### src/hw/rtl/msgpk_pkg.sv
`default_nettype none
// ----------------------------------------------------------------------------
// msgpk_pkg
// Shared types and constants for the MessagePack value encoder: operation
// codes, type bytes and the classified command that the front hands to the
// serializer.
// ----------------------------------------------------------------------------
package msgpk_pkg;

	typedef logic [2:0] op_t;

	localparam op_t OP_NIL   = 3'd0;
	localparam op_t OP_BOOL  = 3'd1;
	localparam op_t OP_UINT  = 3'd2;
	localparam op_t OP_INT   = 3'd3;
	localparam op_t OP_STR   = 3'd4;
	localparam op_t OP_ARRAY = 3'd5;
	localparam op_t OP_MAP   = 3'd6;
	localparam op_t OP_RAW   = 3'd7;

	localparam logic [7:0] TB_NIL     = 8'hC0;
	localparam logic [7:0] TB_FALSE   = 8'hC2;
	localparam logic [7:0] TB_TRUE    = 8'hC3;
	localparam logic [7:0] TB_UINT8   = 8'hCC;
	localparam logic [7:0] TB_UINT16  = 8'hCD;
	localparam logic [7:0] TB_UINT32  = 8'hCE;
	localparam logic [7:0] TB_UINT64  = 8'hCF;
	localparam logic [7:0] TB_INT8    = 8'hD0;
	localparam logic [7:0] TB_INT16   = 8'hD1;
	localparam logic [7:0] TB_INT32   = 8'hD2;
	localparam logic [7:0] TB_INT64   = 8'hD3;
	localparam logic [7:0] TB_STR8    = 8'hD9;
	localparam logic [7:0] TB_STR16   = 8'hDA;
	localparam logic [7:0] TB_STR32   = 8'hDB;
	localparam logic [7:0] TB_ARRAY16 = 8'hDC;
	localparam logic [7:0] TB_ARRAY32 = 8'hDD;
	localparam logic [7:0] TB_MAP16   = 8'hDE;
	localparam logic [7:0] TB_MAP32   = 8'hDF;
	localparam logic [7:0] TB_FIXSTR  = 8'hA0;
	localparam logic [7:0] TB_FIXARR  = 8'h90;
	localparam logic [7:0] TB_FIXMAP  = 8'h80;
	localparam logic [7:0] TB_NEGFIX  = 8'hE0;

	// number of value bytes after the head byte: 0, 1, 2, 4 or 8
	typedef logic [3:0] nbytes_t;

	typedef struct packed {
		logic [7:0]  head;
		nbytes_t     nbytes;
		logic [63:0] data;    // value bytes, first one in [63:56]
	} cmd_t;

	typedef struct packed {
		logic    mid_run;
		nbytes_t rem;
	} ser_stat_t;

endpackage
`default_nettype wire

### src/hw/rtl/msgpk_front.sv
`default_nettype none
// ----------------------------------------------------------------------------
// msgpk_front
// Classifies one operation and value into a head byte, a value byte count
// and the value bytes left-aligned for the serializer.
// ----------------------------------------------------------------------------
module msgpk_front (
	input  wire msgpk_pkg::op_t operation,
	input  wire logic [63:0]    value,
	output msgpk_pkg::cmd_t     cmd
);

	logic [31:0]        len32;
	logic [7:0]         head;
	msgpk_pkg::nbytes_t nb;

	assign len32 = value[31:0];

	always_comb begin
		head = msgpk_pkg::TB_NIL;
		nb   = 4'd0;
		case (operation)
			msgpk_pkg::OP_NIL: begin
				head = msgpk_pkg::TB_NIL;
			end
			msgpk_pkg::OP_BOOL: begin
				head = (value != 64'd0) ? msgpk_pkg::TB_TRUE : msgpk_pkg::TB_FALSE;
			end
			msgpk_pkg::OP_UINT, msgpk_pkg::OP_INT: begin
				if (!value[63] || operation == msgpk_pkg::OP_UINT) begin
					if (value[63:7] == 57'd0) begin
						head = value[7:0];
					end else if (value[63:8] == 56'd0) begin
						head = msgpk_pkg::TB_UINT8;
						nb   = 4'd1;
					end else if (value[63:16] == 48'd0) begin
						head = msgpk_pkg::TB_UINT16;
						nb   = 4'd2;
					end else if (value[63:32] == 32'd0) begin
						head = msgpk_pkg::TB_UINT32;
						nb   = 4'd4;
					end else begin
						head = msgpk_pkg::TB_UINT64;
						nb   = 4'd8;
					end
				end else begin
					// negative: count the sign-extension run
					if (&value[63:5]) begin
						head = msgpk_pkg::TB_NEGFIX | {3'd0, value[4:0]};
					end else if (&value[63:7]) begin
						head = msgpk_pkg::TB_INT8;
						nb   = 4'd1;
					end else if (&value[63:15]) begin
						head = msgpk_pkg::TB_INT16;
						nb   = 4'd2;
					end else if (&value[63:31]) begin
						head = msgpk_pkg::TB_INT32;
						nb   = 4'd4;
					end else begin
						head = msgpk_pkg::TB_INT64;
						nb   = 4'd8;
					end
				end
			end
			msgpk_pkg::OP_STR: begin
				if (len32[31:5] == 27'd0) begin
					head = msgpk_pkg::TB_FIXSTR | {3'd0, len32[4:0]};
				end else if (len32[31:8] == 24'd0) begin
					head = msgpk_pkg::TB_STR8;
					nb   = 4'd1;
				end else if (len32[31:16] == 16'd0) begin
					head = msgpk_pkg::TB_STR16;
					nb   = 4'd2;
				end else begin
					head = msgpk_pkg::TB_STR32;
					nb   = 4'd4;
				end
			end
			msgpk_pkg::OP_ARRAY, msgpk_pkg::OP_MAP: begin
				if (len32[31:4] == 28'd0) begin
					head = ((operation == msgpk_pkg::OP_ARRAY) ?
						msgpk_pkg::TB_FIXARR : msgpk_pkg::TB_FIXMAP) | {4'd0, len32[3:0]};
				end else if (len32[31:16] == 16'd0) begin
					head = (operation == msgpk_pkg::OP_ARRAY) ?
						msgpk_pkg::TB_ARRAY16 : msgpk_pkg::TB_MAP16;
					nb   = 4'd2;
				end else begin
					head = (operation == msgpk_pkg::OP_ARRAY) ?
						msgpk_pkg::TB_ARRAY32 : msgpk_pkg::TB_MAP32;
					nb   = 4'd4;
				end
			end
			default: begin
				head = value[7:0];
			end
		endcase
	end

	always_comb begin
		cmd.head   = head;
		cmd.nbytes = nb;
		case (nb)
			4'd1:    cmd.data = {value[7:0], 56'd0};
			4'd2:    cmd.data = {value[15:0], 48'd0};
			4'd4:    cmd.data = {value[31:0], 32'd0};
			default: cmd.data = value;
		endcase
	end

endmodule
`default_nettype wire

### src/hw/rtl/msgpk_cmdq.sv
`default_nettype none
// ----------------------------------------------------------------------------
// msgpk_cmdq
// Short queue of classified commands between the front and the serializer.
// ----------------------------------------------------------------------------
module msgpk_cmdq #(
	parameter int DEPTH = 2
) (
	input  wire logic            clk,
	input  wire logic            arst_n,
	input  wire logic            wr_en,
	input  wire msgpk_pkg::cmd_t wr_cmd,
	output logic                 q_full,
	input  wire logic            rd_en,
	output msgpk_pkg::cmd_t      rd_cmd,
	output logic                 q_empty
);

	localparam int PTR_W = (DEPTH > 1) ? $clog2(DEPTH) : 1;
	localparam int CNT_W = $clog2(DEPTH + 1);

	msgpk_pkg::cmd_t  mem_q [DEPTH];
	logic [PTR_W-1:0] wr_ptr_q;
	logic [PTR_W-1:0] rd_ptr_q;
	logic [CNT_W-1:0] cnt_q;

	assign q_full  = (cnt_q == CNT_W'(DEPTH));
	assign q_empty = (cnt_q == '0);
	assign rd_cmd  = mem_q[rd_ptr_q];

	always_ff @(posedge clk) begin
		if (wr_en) begin
			mem_q[wr_ptr_q] <= wr_cmd;
		end
	end

	always_ff @(posedge clk or negedge arst_n) begin
		if (!arst_n) begin
			wr_ptr_q <= '0;
			rd_ptr_q <= '0;
			cnt_q    <= '0;
		end else begin
			if (wr_en) begin
				wr_ptr_q <= (wr_ptr_q == PTR_W'(DEPTH - 1)) ? '0 : wr_ptr_q + 1'b1;
			end
			if (rd_en) begin
				rd_ptr_q <= (rd_ptr_q == PTR_W'(DEPTH - 1)) ? '0 : rd_ptr_q + 1'b1;
			end
			if (wr_en && !rd_en) begin
				cnt_q <= cnt_q + 1'b1;
			end else if (rd_en && !wr_en) begin
				cnt_q <= cnt_q - 1'b1;
			end
		end
	end

endmodule
`default_nettype wire

### src/hw/rtl/msgpk_ser.sv
`default_nettype none
// ----------------------------------------------------------------------------
// msgpk_ser
// Serializer: turns each command into its head byte and value bytes, one
// byte per cycle into an output register while the consumer keeps popping.
// ----------------------------------------------------------------------------
module msgpk_ser (
	input  wire logic            clk,
	input  wire logic            arst_n,
	input  wire msgpk_pkg::cmd_t q_cmd,
	input  wire logic            q_empty,
	output logic                 q_pop,
	output logic                 empty,
	input  wire logic            pop,
	output logic [7:0]           out_byte,
	output logic                 last,
	output msgpk_pkg::ser_stat_t stat
);

	logic               ovalid_q;
	msgpk_pkg::nbytes_t rem_q;
	logic [63:0]        data_q;
	logic [7:0]         byte_q;
	logic               last_q;
	logic               adv;

	// output register free or being drained this cycle
	assign adv   = !ovalid_q || pop;
	assign q_pop = adv && (rem_q == '0) && !q_empty;

	assign empty    = !ovalid_q;
	assign out_byte = byte_q;
	assign last     = last_q;

	assign stat.mid_run = (rem_q != '0);
	assign stat.rem     = rem_q;

	always_ff @(posedge clk or negedge arst_n) begin
		if (!arst_n) begin
			ovalid_q <= 1'b0;
			rem_q    <= '0;
		end else if (adv) begin
			if (rem_q != '0) begin
				ovalid_q <= 1'b1;
				rem_q    <= rem_q - 1'b1;
			end else if (!q_empty) begin
				ovalid_q <= 1'b1;
				rem_q    <= q_cmd.nbytes;
			end else begin
				ovalid_q <= 1'b0;
			end
		end
	end

	always_ff @(posedge clk) begin
		if (adv) begin
			if (rem_q != '0) begin
				byte_q <= data_q[63:56];
				last_q <= (rem_q == 4'd1);
				data_q <= {data_q[55:0], 8'd0};
			end else if (!q_empty) begin
				byte_q <= q_cmd.head;
				last_q <= (q_cmd.nbytes == '0);
				data_q <= q_cmd.data;
			end
		end
	end

endmodule
`default_nettype wire

### src/hw/rtl/msgpack_value_encoder.sv
`default_nettype none
// ----------------------------------------------------------------------------
// msgpack_value_encoder
// Encodes nil, bool, integer, header and raw byte values into MessagePack
// bytes, shortest form first, last byte of each run flagged.
// ----------------------------------------------------------------------------
//  channel | handshake        | payload
//  input   | push / full      | operation[2:0], value[63:0]
//  result  | pop / empty      | out_byte[7:0], last
//
// one byte leaves per cycle while pop drains the output; an item is 1 to 9 encoded bytes
// the serializer's single output byte register sets that rate
// the front classifies in the accept cycle and the queue parks up to QUEUE_DEPTH items
// reset clears the queue pointers and the output register valid
// a stalled pop holds the current byte; full rises once the queue fills
// ----------------------------------------------------------------------------
module msgpack_value_encoder #(
	parameter int QUEUE_DEPTH = 2
) (
	input  wire logic        clk,
	input  wire logic        arst_n,
	input  wire logic        push,
	output logic             full,
	input  wire logic [2:0]  operation,
	input  wire logic [63:0] value,
	output logic             empty,
	input  wire logic        pop,
	output logic [7:0]       out_byte,
	output logic             last
);

	msgpk_pkg::cmd_t      front_cmd;
	msgpk_pkg::cmd_t      q_cmd;
	msgpk_pkg::ser_stat_t ser_stat;
	logic                 q_empty;
	logic                 q_pop;

	msgpk_front u_front (
		.operation (operation),
		.value     (value),
		.cmd       (front_cmd)
	);

	msgpk_cmdq #(
		.DEPTH (QUEUE_DEPTH)
	) u_cmdq (
		.clk     (clk),
		.arst_n  (arst_n),
		.wr_en   (push && !full),
		.wr_cmd  (front_cmd),
		.q_full  (full),
		.rd_en   (q_pop),
		.rd_cmd  (q_cmd),
		.q_empty (q_empty)
	);

	msgpk_ser u_ser (
		.clk      (clk),
		.arst_n   (arst_n),
		.q_cmd    (q_cmd),
		.q_empty  (q_empty),
		.q_pop    (q_pop),
		.empty    (empty),
		.pop      (pop),
		.out_byte (out_byte),
		.last     (last),
		.stat     (ser_stat)
	);

	// a run in progress always has a byte on the result ports
	a_run_visible: assert property (@(posedge clk) disable iff (!arst_n)
		ser_stat.mid_run |-> !empty)
		else $error("run in progress with no byte presented");

	// a non-final byte is followed by the next byte of its run at once
	a_run_streams: assert property (@(posedge clk) disable iff (!arst_n)
		(pop && !empty && !last) |=> !empty)
		else $error("gap inside an encoded run");

	// never more value bytes pending than the widest form
	a_rem_bound: assert property (@(posedge clk) disable iff (!arst_n)
		ser_stat.rem <= 4'd8)
		else $error("pending byte count out of range");

endmodule
`default_nettype wire

### config.mk
export PLATFORM = sky130hd
export DESIGN_NAME = msgpack_value_encoder
export DESIGN_NICKNAME = d
export VERILOG_FILES = /design/src/hw/rtl/msgpk_pkg.sv /design/src/hw/rtl/msgpk_front.sv /design/src/hw/rtl/msgpk_cmdq.sv /design/src/hw/rtl/msgpk_ser.sv /design/src/hw/rtl/msgpack_value_encoder.sv
export SDC_FILE = /design/constraint.sdc
export NUM_CORES = 1
export LEC_CHECK = 0
export BUFFER_PORTS_ARGS = -buffer_cell sky130_fd_sc_hd__buf_2
export CORE_UTILIZATION = 40
export DETAILED_ROUTE_END_ITERATION = 16
export SLEW_MARGIN = 10
export SYNTH_ARGS = -nofsm -noshare
export SYNTH_HDL_FRONTEND = slang
export SYNTH_SLANG_ARGS = --single-unit
### constraint.sdc
create_clock -name clk -period 7 [get_ports clk]
set_input_delay 1.05 -clock clk [delete_from_list [all_inputs] [get_ports clk]]
set_output_delay 1.05 -clock clk [all_outputs]
set_load 0.05 [all_outputs]
=== After elaboration in Yosys (flattened, before gate mapping) ===
Memory sizes are Yosys's and may differ from the RTL's.
Cells that the tools add are included.

* Reductions and logical operators: 35
* Add/subtract/negate cells: 5
* Equality and inequality tests: 12
* Mux-type cells: 50
* Bitwise operators: 1

{| class="wikitable"
|+ Operator list
! operator !! count
|-
| one-hot mux 64 bit (3 select lines) || 1
|-
| two-way mux 64 bit || 2
|-
| two-way mux 8 bit || 13
|-
| nonzero test 64 bit || 1
|-
| AND reduction 59 bit || 1
|-
| logical NOT 57 bit || 1
|-
| AND reduction 57 bit || 1
|-
| logical NOT 56 bit || 1
|-
| two-way mux 4 bit || 13
|-
| AND reduction 49 bit || 1
|-
| logical NOT 48 bit || 1
|-
| one-hot mux 8 bit (5 select lines) || 1
|-
| AND reduction 33 bit || 1
|-
| logical NOT 32 bit || 1
|-
| logical NOT 28 bit || 1
|-
| logical NOT 27 bit || 1
|-
| logical NOT 24 bit || 1
|-
| logical NOT 16 bit || 1
|-
| two-way mux 1 bit || 12
|-
| one-hot mux 4 bit (3 select lines) || 1
|-
| equality test 3 bit, second input constant || 3
|-
| equality test 4 x 1 -> 1 bit, second input constant || 2
|-
| logical NOT 4 bit || 2
|-
| two-way mux 2 bit || 4
|-
| 22 further kinds || 36
|}

* Memories: 1
* Word-level logic and storage cells: 113
* Output and inout bits: 11
* Bits in writable memories: 152
* Bits of input ports: 71
* Flip-flop bits (word level): 82

{| class="wikitable"
|+ Memory list
! memory !! words !! width !! read ports !! clocked after memory_dff !! wr ports !! RTL line !! source
|-
| u_cmdq.mem_q || 2 || 76 || 1 || 0 || 1 || msgpk_cmdq.sv:22 || <nowiki>msgpk_pkg::cmd_t mem_q [DEPTH];</nowiki>
|}

=== Depth between registers and ports, before layout ===
* Depth in word-level cells: 9
* Depth in mapped cells: 10
* Gate-level depth less buffers: 9

=== Cells and area by module ===
From an unflattened synthesis, not the netlist that was laid out.

* Cells, all modules: 716
* Area total of the unflattened synthesis: 10,938.0 µm²

{| class="wikitable"
|+ Modules (own cells, without submodules)
! module !! cells each !! area each (µm²) !! sequential area each (µm²) !! instances
|-
| msgpk_cmdq || 253 || 5,806.8 || 4,664.5 || 1
|-
| msgpk_ser || 192 || 3,353.2 || 2,317.2 || 1
|-
| msgpk_front || 270 || 1,764.2 || 0.0 || 1
|-
| msgpack_value_encoder || 1 || 13.8 || 0.0 || 1
|}

=== Worst setup path before layout ===
OpenSTA, ideal clock, no wires.

* Kind: input to register
* From: input port pop
* To: register u_ser.rem_q[3]
* Required time: 6.864 ns
* Setup slack: 1.221 ns
* Library setup time: 0.136 ns
* Cell stages on the path: 5
* Data arrival time: 5.643 ns
* Path buffers: 0
* Path through: nor2_1 > a21oi_1 > nand2b_1 > o31ai_1 > o31ai_1

* Word-level cells in the longest chain between the ends: 2

{| class="wikitable"
|+ RTL lines
! what !! RTL line !! source
|-
| start, declared || msgpack_value_encoder.sv:27 || <nowiki>input wire logic pop,</nowiki>
|-
| logical OR 1 bit || msgpk_ser.sv:28 || <nowiki>assign adv = !ovalid_q || pop;</nowiki>
|-
| AND reduction 2 bit (no line) || - ||
|-
| end signal, assigned || msgpk_ser.sv:45 || <nowiki>rem_q <= rem_q - 1'b1;</nowiki>
|-
| end signal, assigned || msgpk_ser.sv:48 || <nowiki>rem_q <= q_cmd.nbytes;</nowiki>
|-
| end, declared || msgpk_ser.sv:21 || <nowiki>msgpk_pkg::nbytes_t rem_q;</nowiki>
|}

Every way passes these cells.
A chain may end at the register's enable or synchronous reset.

==> summary.md <==
| Metric | Value |
|---|---|
| DRC | 0 |
| Startpoint types | primary input |
| Worst-path maximum fanout | 41 |
| PortBufs | 81 |
| Synth warnings | 0 |
| P_sw | 1.43 mW |
| DR vias | 6549 |
| Status | finished, final reports clean |
| Clock slew at reported path FFs | 0.06 ns |
| Mux cell area share after synthesis | 8.16% |
| WP buf/inv | 2 |
| Minimum clock period | 3.76 ns |
| Clk network pwr share | 27.6% |
| Compound-cell area share of the yosys netlist | 10.0% |
| Sequential power share | 48.3% |
| CP Data Arrival Time | 4.01 ns |
| Grt ovf | 0 |
| Routability cong. | 0.887 |
| First-pass GRT wire length | 38000 um |
| HPWL after detailed placement | 17400 um |
| Number of flops mapped to enable cells by yosys | 225 |
| Final Cycle Share | 53.7% |
| Pwr Density | 391 nW/um^2 |
| RSZ-0062 raised after global routing | no |
| Switching Share | 30.7% |
| Netlist cell types | 54 |
| Post-Synth Adder-Cell Area | 0.364% |
| Final hold vios | 0 |
| Initial Util | 40.8% |
| Mapped cell area | 10300 sq um |
| Largest family of logic cells by synthesized area | simple AND/OR/NAND/NOR gates |
| Final setup violation count | 0 |
| Crit. End Element | flop |
| Max-Cap Viols | 0 |
| Power Internal | 3.21 mW |
| Top FF cell, synth | edfxtp_1 |
| Count of state elements after synthesis | 234 |
| GRT Util Overall | 19.4% |
| Worst slew margin | 23.3% |
| Setup_tns | 0 ns |
| Die width | 163 um |
| Xor and xnor fraction of the mapped netlist area | 0.509% |
| Number of global-route vias before repair | 6256 |
| Vias per inst | 5.55 |
| Total Wirelength | 25500 um |
| Async set-reset flop share out of synthesis | 3.85% |
| Largest net degree at the start of global routing | 112 |
| Hold Crit Class | primary input to async pin |
| Peak supply drop | 0.165 mV |
| Finished Layout Cells | 1180 |
| Gate power share | 24.1% |
| # clock sinks | 234 |
| Clock root cell | clkbuf_16 |
| Multi-input combinational cell area | 3170 sq um |
| Die area | 26400 sq um |
| Post-Synth Simple-Gate Area | 11.2% |
| Number of DRC markers in iteration 0 | 508 |
| Cell Chain, Critical Path | buf_2 -> nor4_1 -> and2_1 -> a211oi_1 -> a21oi_2 -> o21ai_4 -> nor4bb_4 -> buf_12 -> mux2_2 |
| Leakage Power | 4.42 nW |
| Seq. cell area | 6990 sq um |
| Worst-Skew Late Latency | 0.51 ns |
| Slew @ Worst Pin | 1.15 ns |
| Total core area | 25300 sq um |
| Delay of the slowest cell on the worst path | 1.01 ns |
| Final nets | 906 |
| Required @ worst endpoint | 7.25 ns |
| Antenna diodes | 0 |
| Fillers | 2271 |
| Placed insts | 1135 |
| Total CTS buffers | 25 |
| Ports | 82 |
| Area Overhead vs Synth | 15.0% |
| Die span in y | 163 um |
| Worst setup path class | primary input to flop |
| Fmax | 266 MHz |
| Slowest cell on crit path | nor4bb_4 |
| Final slew viol count | 0 |
| Initial antenna violation count | 0 |
| Clk buf depth | 3 |
| Clock skew | 0.00953 ns |
| Antenna Nets Post-Route | 0 |
| Average size of a mapped cell | 13.6 sq um |
| Post-synthesis sequential area ratio | 67.7% |
| Post-CTS Hold Buffers | 0 |
| Synth Instances | 758 |
| Mean routed wirelength per cell | 21.6 um |
| CTS H-tree lvls | 1 |
| Rows | 58 |
| Synthesized net count | 832 |
| CTS tree | done |
| Post-CTS Resized | 0 |
| CP delay by family, top | simple AND/OR/NAND/NOR gates |
| Layout cells sized above 1 | 16.8% |
| Setup bufs post-CTS | 0 |
| Pre-antenna DRT Iters | 5 |
## Yosys cell counts, types with 4 or more instances
cell | instances | area [sq um]
a21o_1 | 9 | 67.6
a21oi_1 | 9 | 45.0
a221o_1 | 8 | 80.1
a22o_1 | 25 | 219
and2_1 | 42 | 263
buf_2 | 9 | 45.0
clkbuf_1 | 28 | 105
dfrtp_1 | 9 | 225
edfxtp_1 | 225 | 6760
inv_1 | 7 | 26.3
mux2_2 | 5 | 56.3
mux2i_1 | 74 | 741
nand2_1 | 90 | 338
nand2b_1 | 8 | 50.1
nand3_1 | 5 | 25.0
nand4_1 | 20 | 125
nor2_1 | 24 | 90.1
nor3_1 | 8 | 40.0
nor4_1 | 16 | 100
o21ai_0 | 79 | 395
o31ai_1 | 4 | 30.0
## stage by stage
stage	power [mW]	hold slack (ns)	cell area [sq um]	setup WS (ns)	util, %
floorplan	3.05	0.461	10300	1.22	-
global placement	3.39	0.502	11100	2.84	43.8
detailed placement	3.41	0.509	11100	2.73	43.8
CTS	4.69	0.371	11900	3.26	47.0
global route	4.88	0.386	11900	2.99	47.0
finish	4.64	0.380	11900	3.24	47.0
## flip-flops by register name, summed over array words and instances, names as in the netlist
name	flops
u_cmdq.cnt_q	2
u_cmdq.mem_q	152
u_cmdq.rd_ptr_q	1
u_cmdq.wr_ptr_q	1
u_ser.data_q	64
u_ser.last	1
u_ser.out_byte	8
u_ser.ovalid_q	1
u_ser.rem_q	4
## per-layer routing
metal,up-vias,part of all wire (%),track usage [%]
met1,3209,44,27.3
met2,234,48,31.4
met5,-,0,0
met4,0,2.6,5.86
met3,48,5.6,2.44
li1,3058,-,-
## logic make-up (layout without fill, tap and decap cells)
logic type | count (synthesis) | in the layout
compound gates | 158 | 158
xor+xnor | 6 | 6
fa+ha+maj | 3 | 3
buf+inv | 48 | 140
flops | 234 | 234
mux | 82 | 82
simple gates | 227 | 227
## area by class of cell
type                    count  area share, %
clock buffers              32           5.50
well taps                 330           3.48
repair buffers             88           3.97
inverters                   7          0.221
clock inverters            13           1.20
flip-flops and latches    234           58.9
multi-input cells         476           26.7
## cell usage in the layout, fill, tap and decap left out, types with 9 or more instances in the layout
master	instances
edfxtp_1	225
nor4_1	16
nor2_1	23
nand4_1	20
clkbuf_16	25
a21o_1	9
nand2_1	89
o21ai_0	79
mux2i_1	74
buf_2	81
and2_1	42
a22o_1	25
## path summary, 6_finish.rpt
kind	endpoint	from	slack [ns]	cells after the start
worst max register to register	u_ser.rem_q[3]	u_ser.rem_q[0]	3.80	8
min in group clk	u_ser.data_q[8]	u_ser.data_q[0]	0.52	2
worst max-delay path	u_cmdq.mem_q[0][63]	value[8]	3.24	9
worst min register to register	u_ser.data_q[8]	u_ser.data_q[0]	0.52	2
max in group asynchronous	u_cmdq.rd_ptr_q	arst_n	6.42	1
worst min-delay path	u_ser.ovalid_q	arst_n	0.38	1
## power by group through the flow
stage	registers (mW)	logic (mW)	clock network, mW
after floorplan	2.29	0.759	0
after global placement	2.26	1.13	0
after detailed placement	2.27	1.14	0
after CTS	2.25	1.14	1.31
after global routing	2.28	1.24	1.36
final	2.24	1.12	1.28
Note: power is estimated with default switching activity, not from simulation.
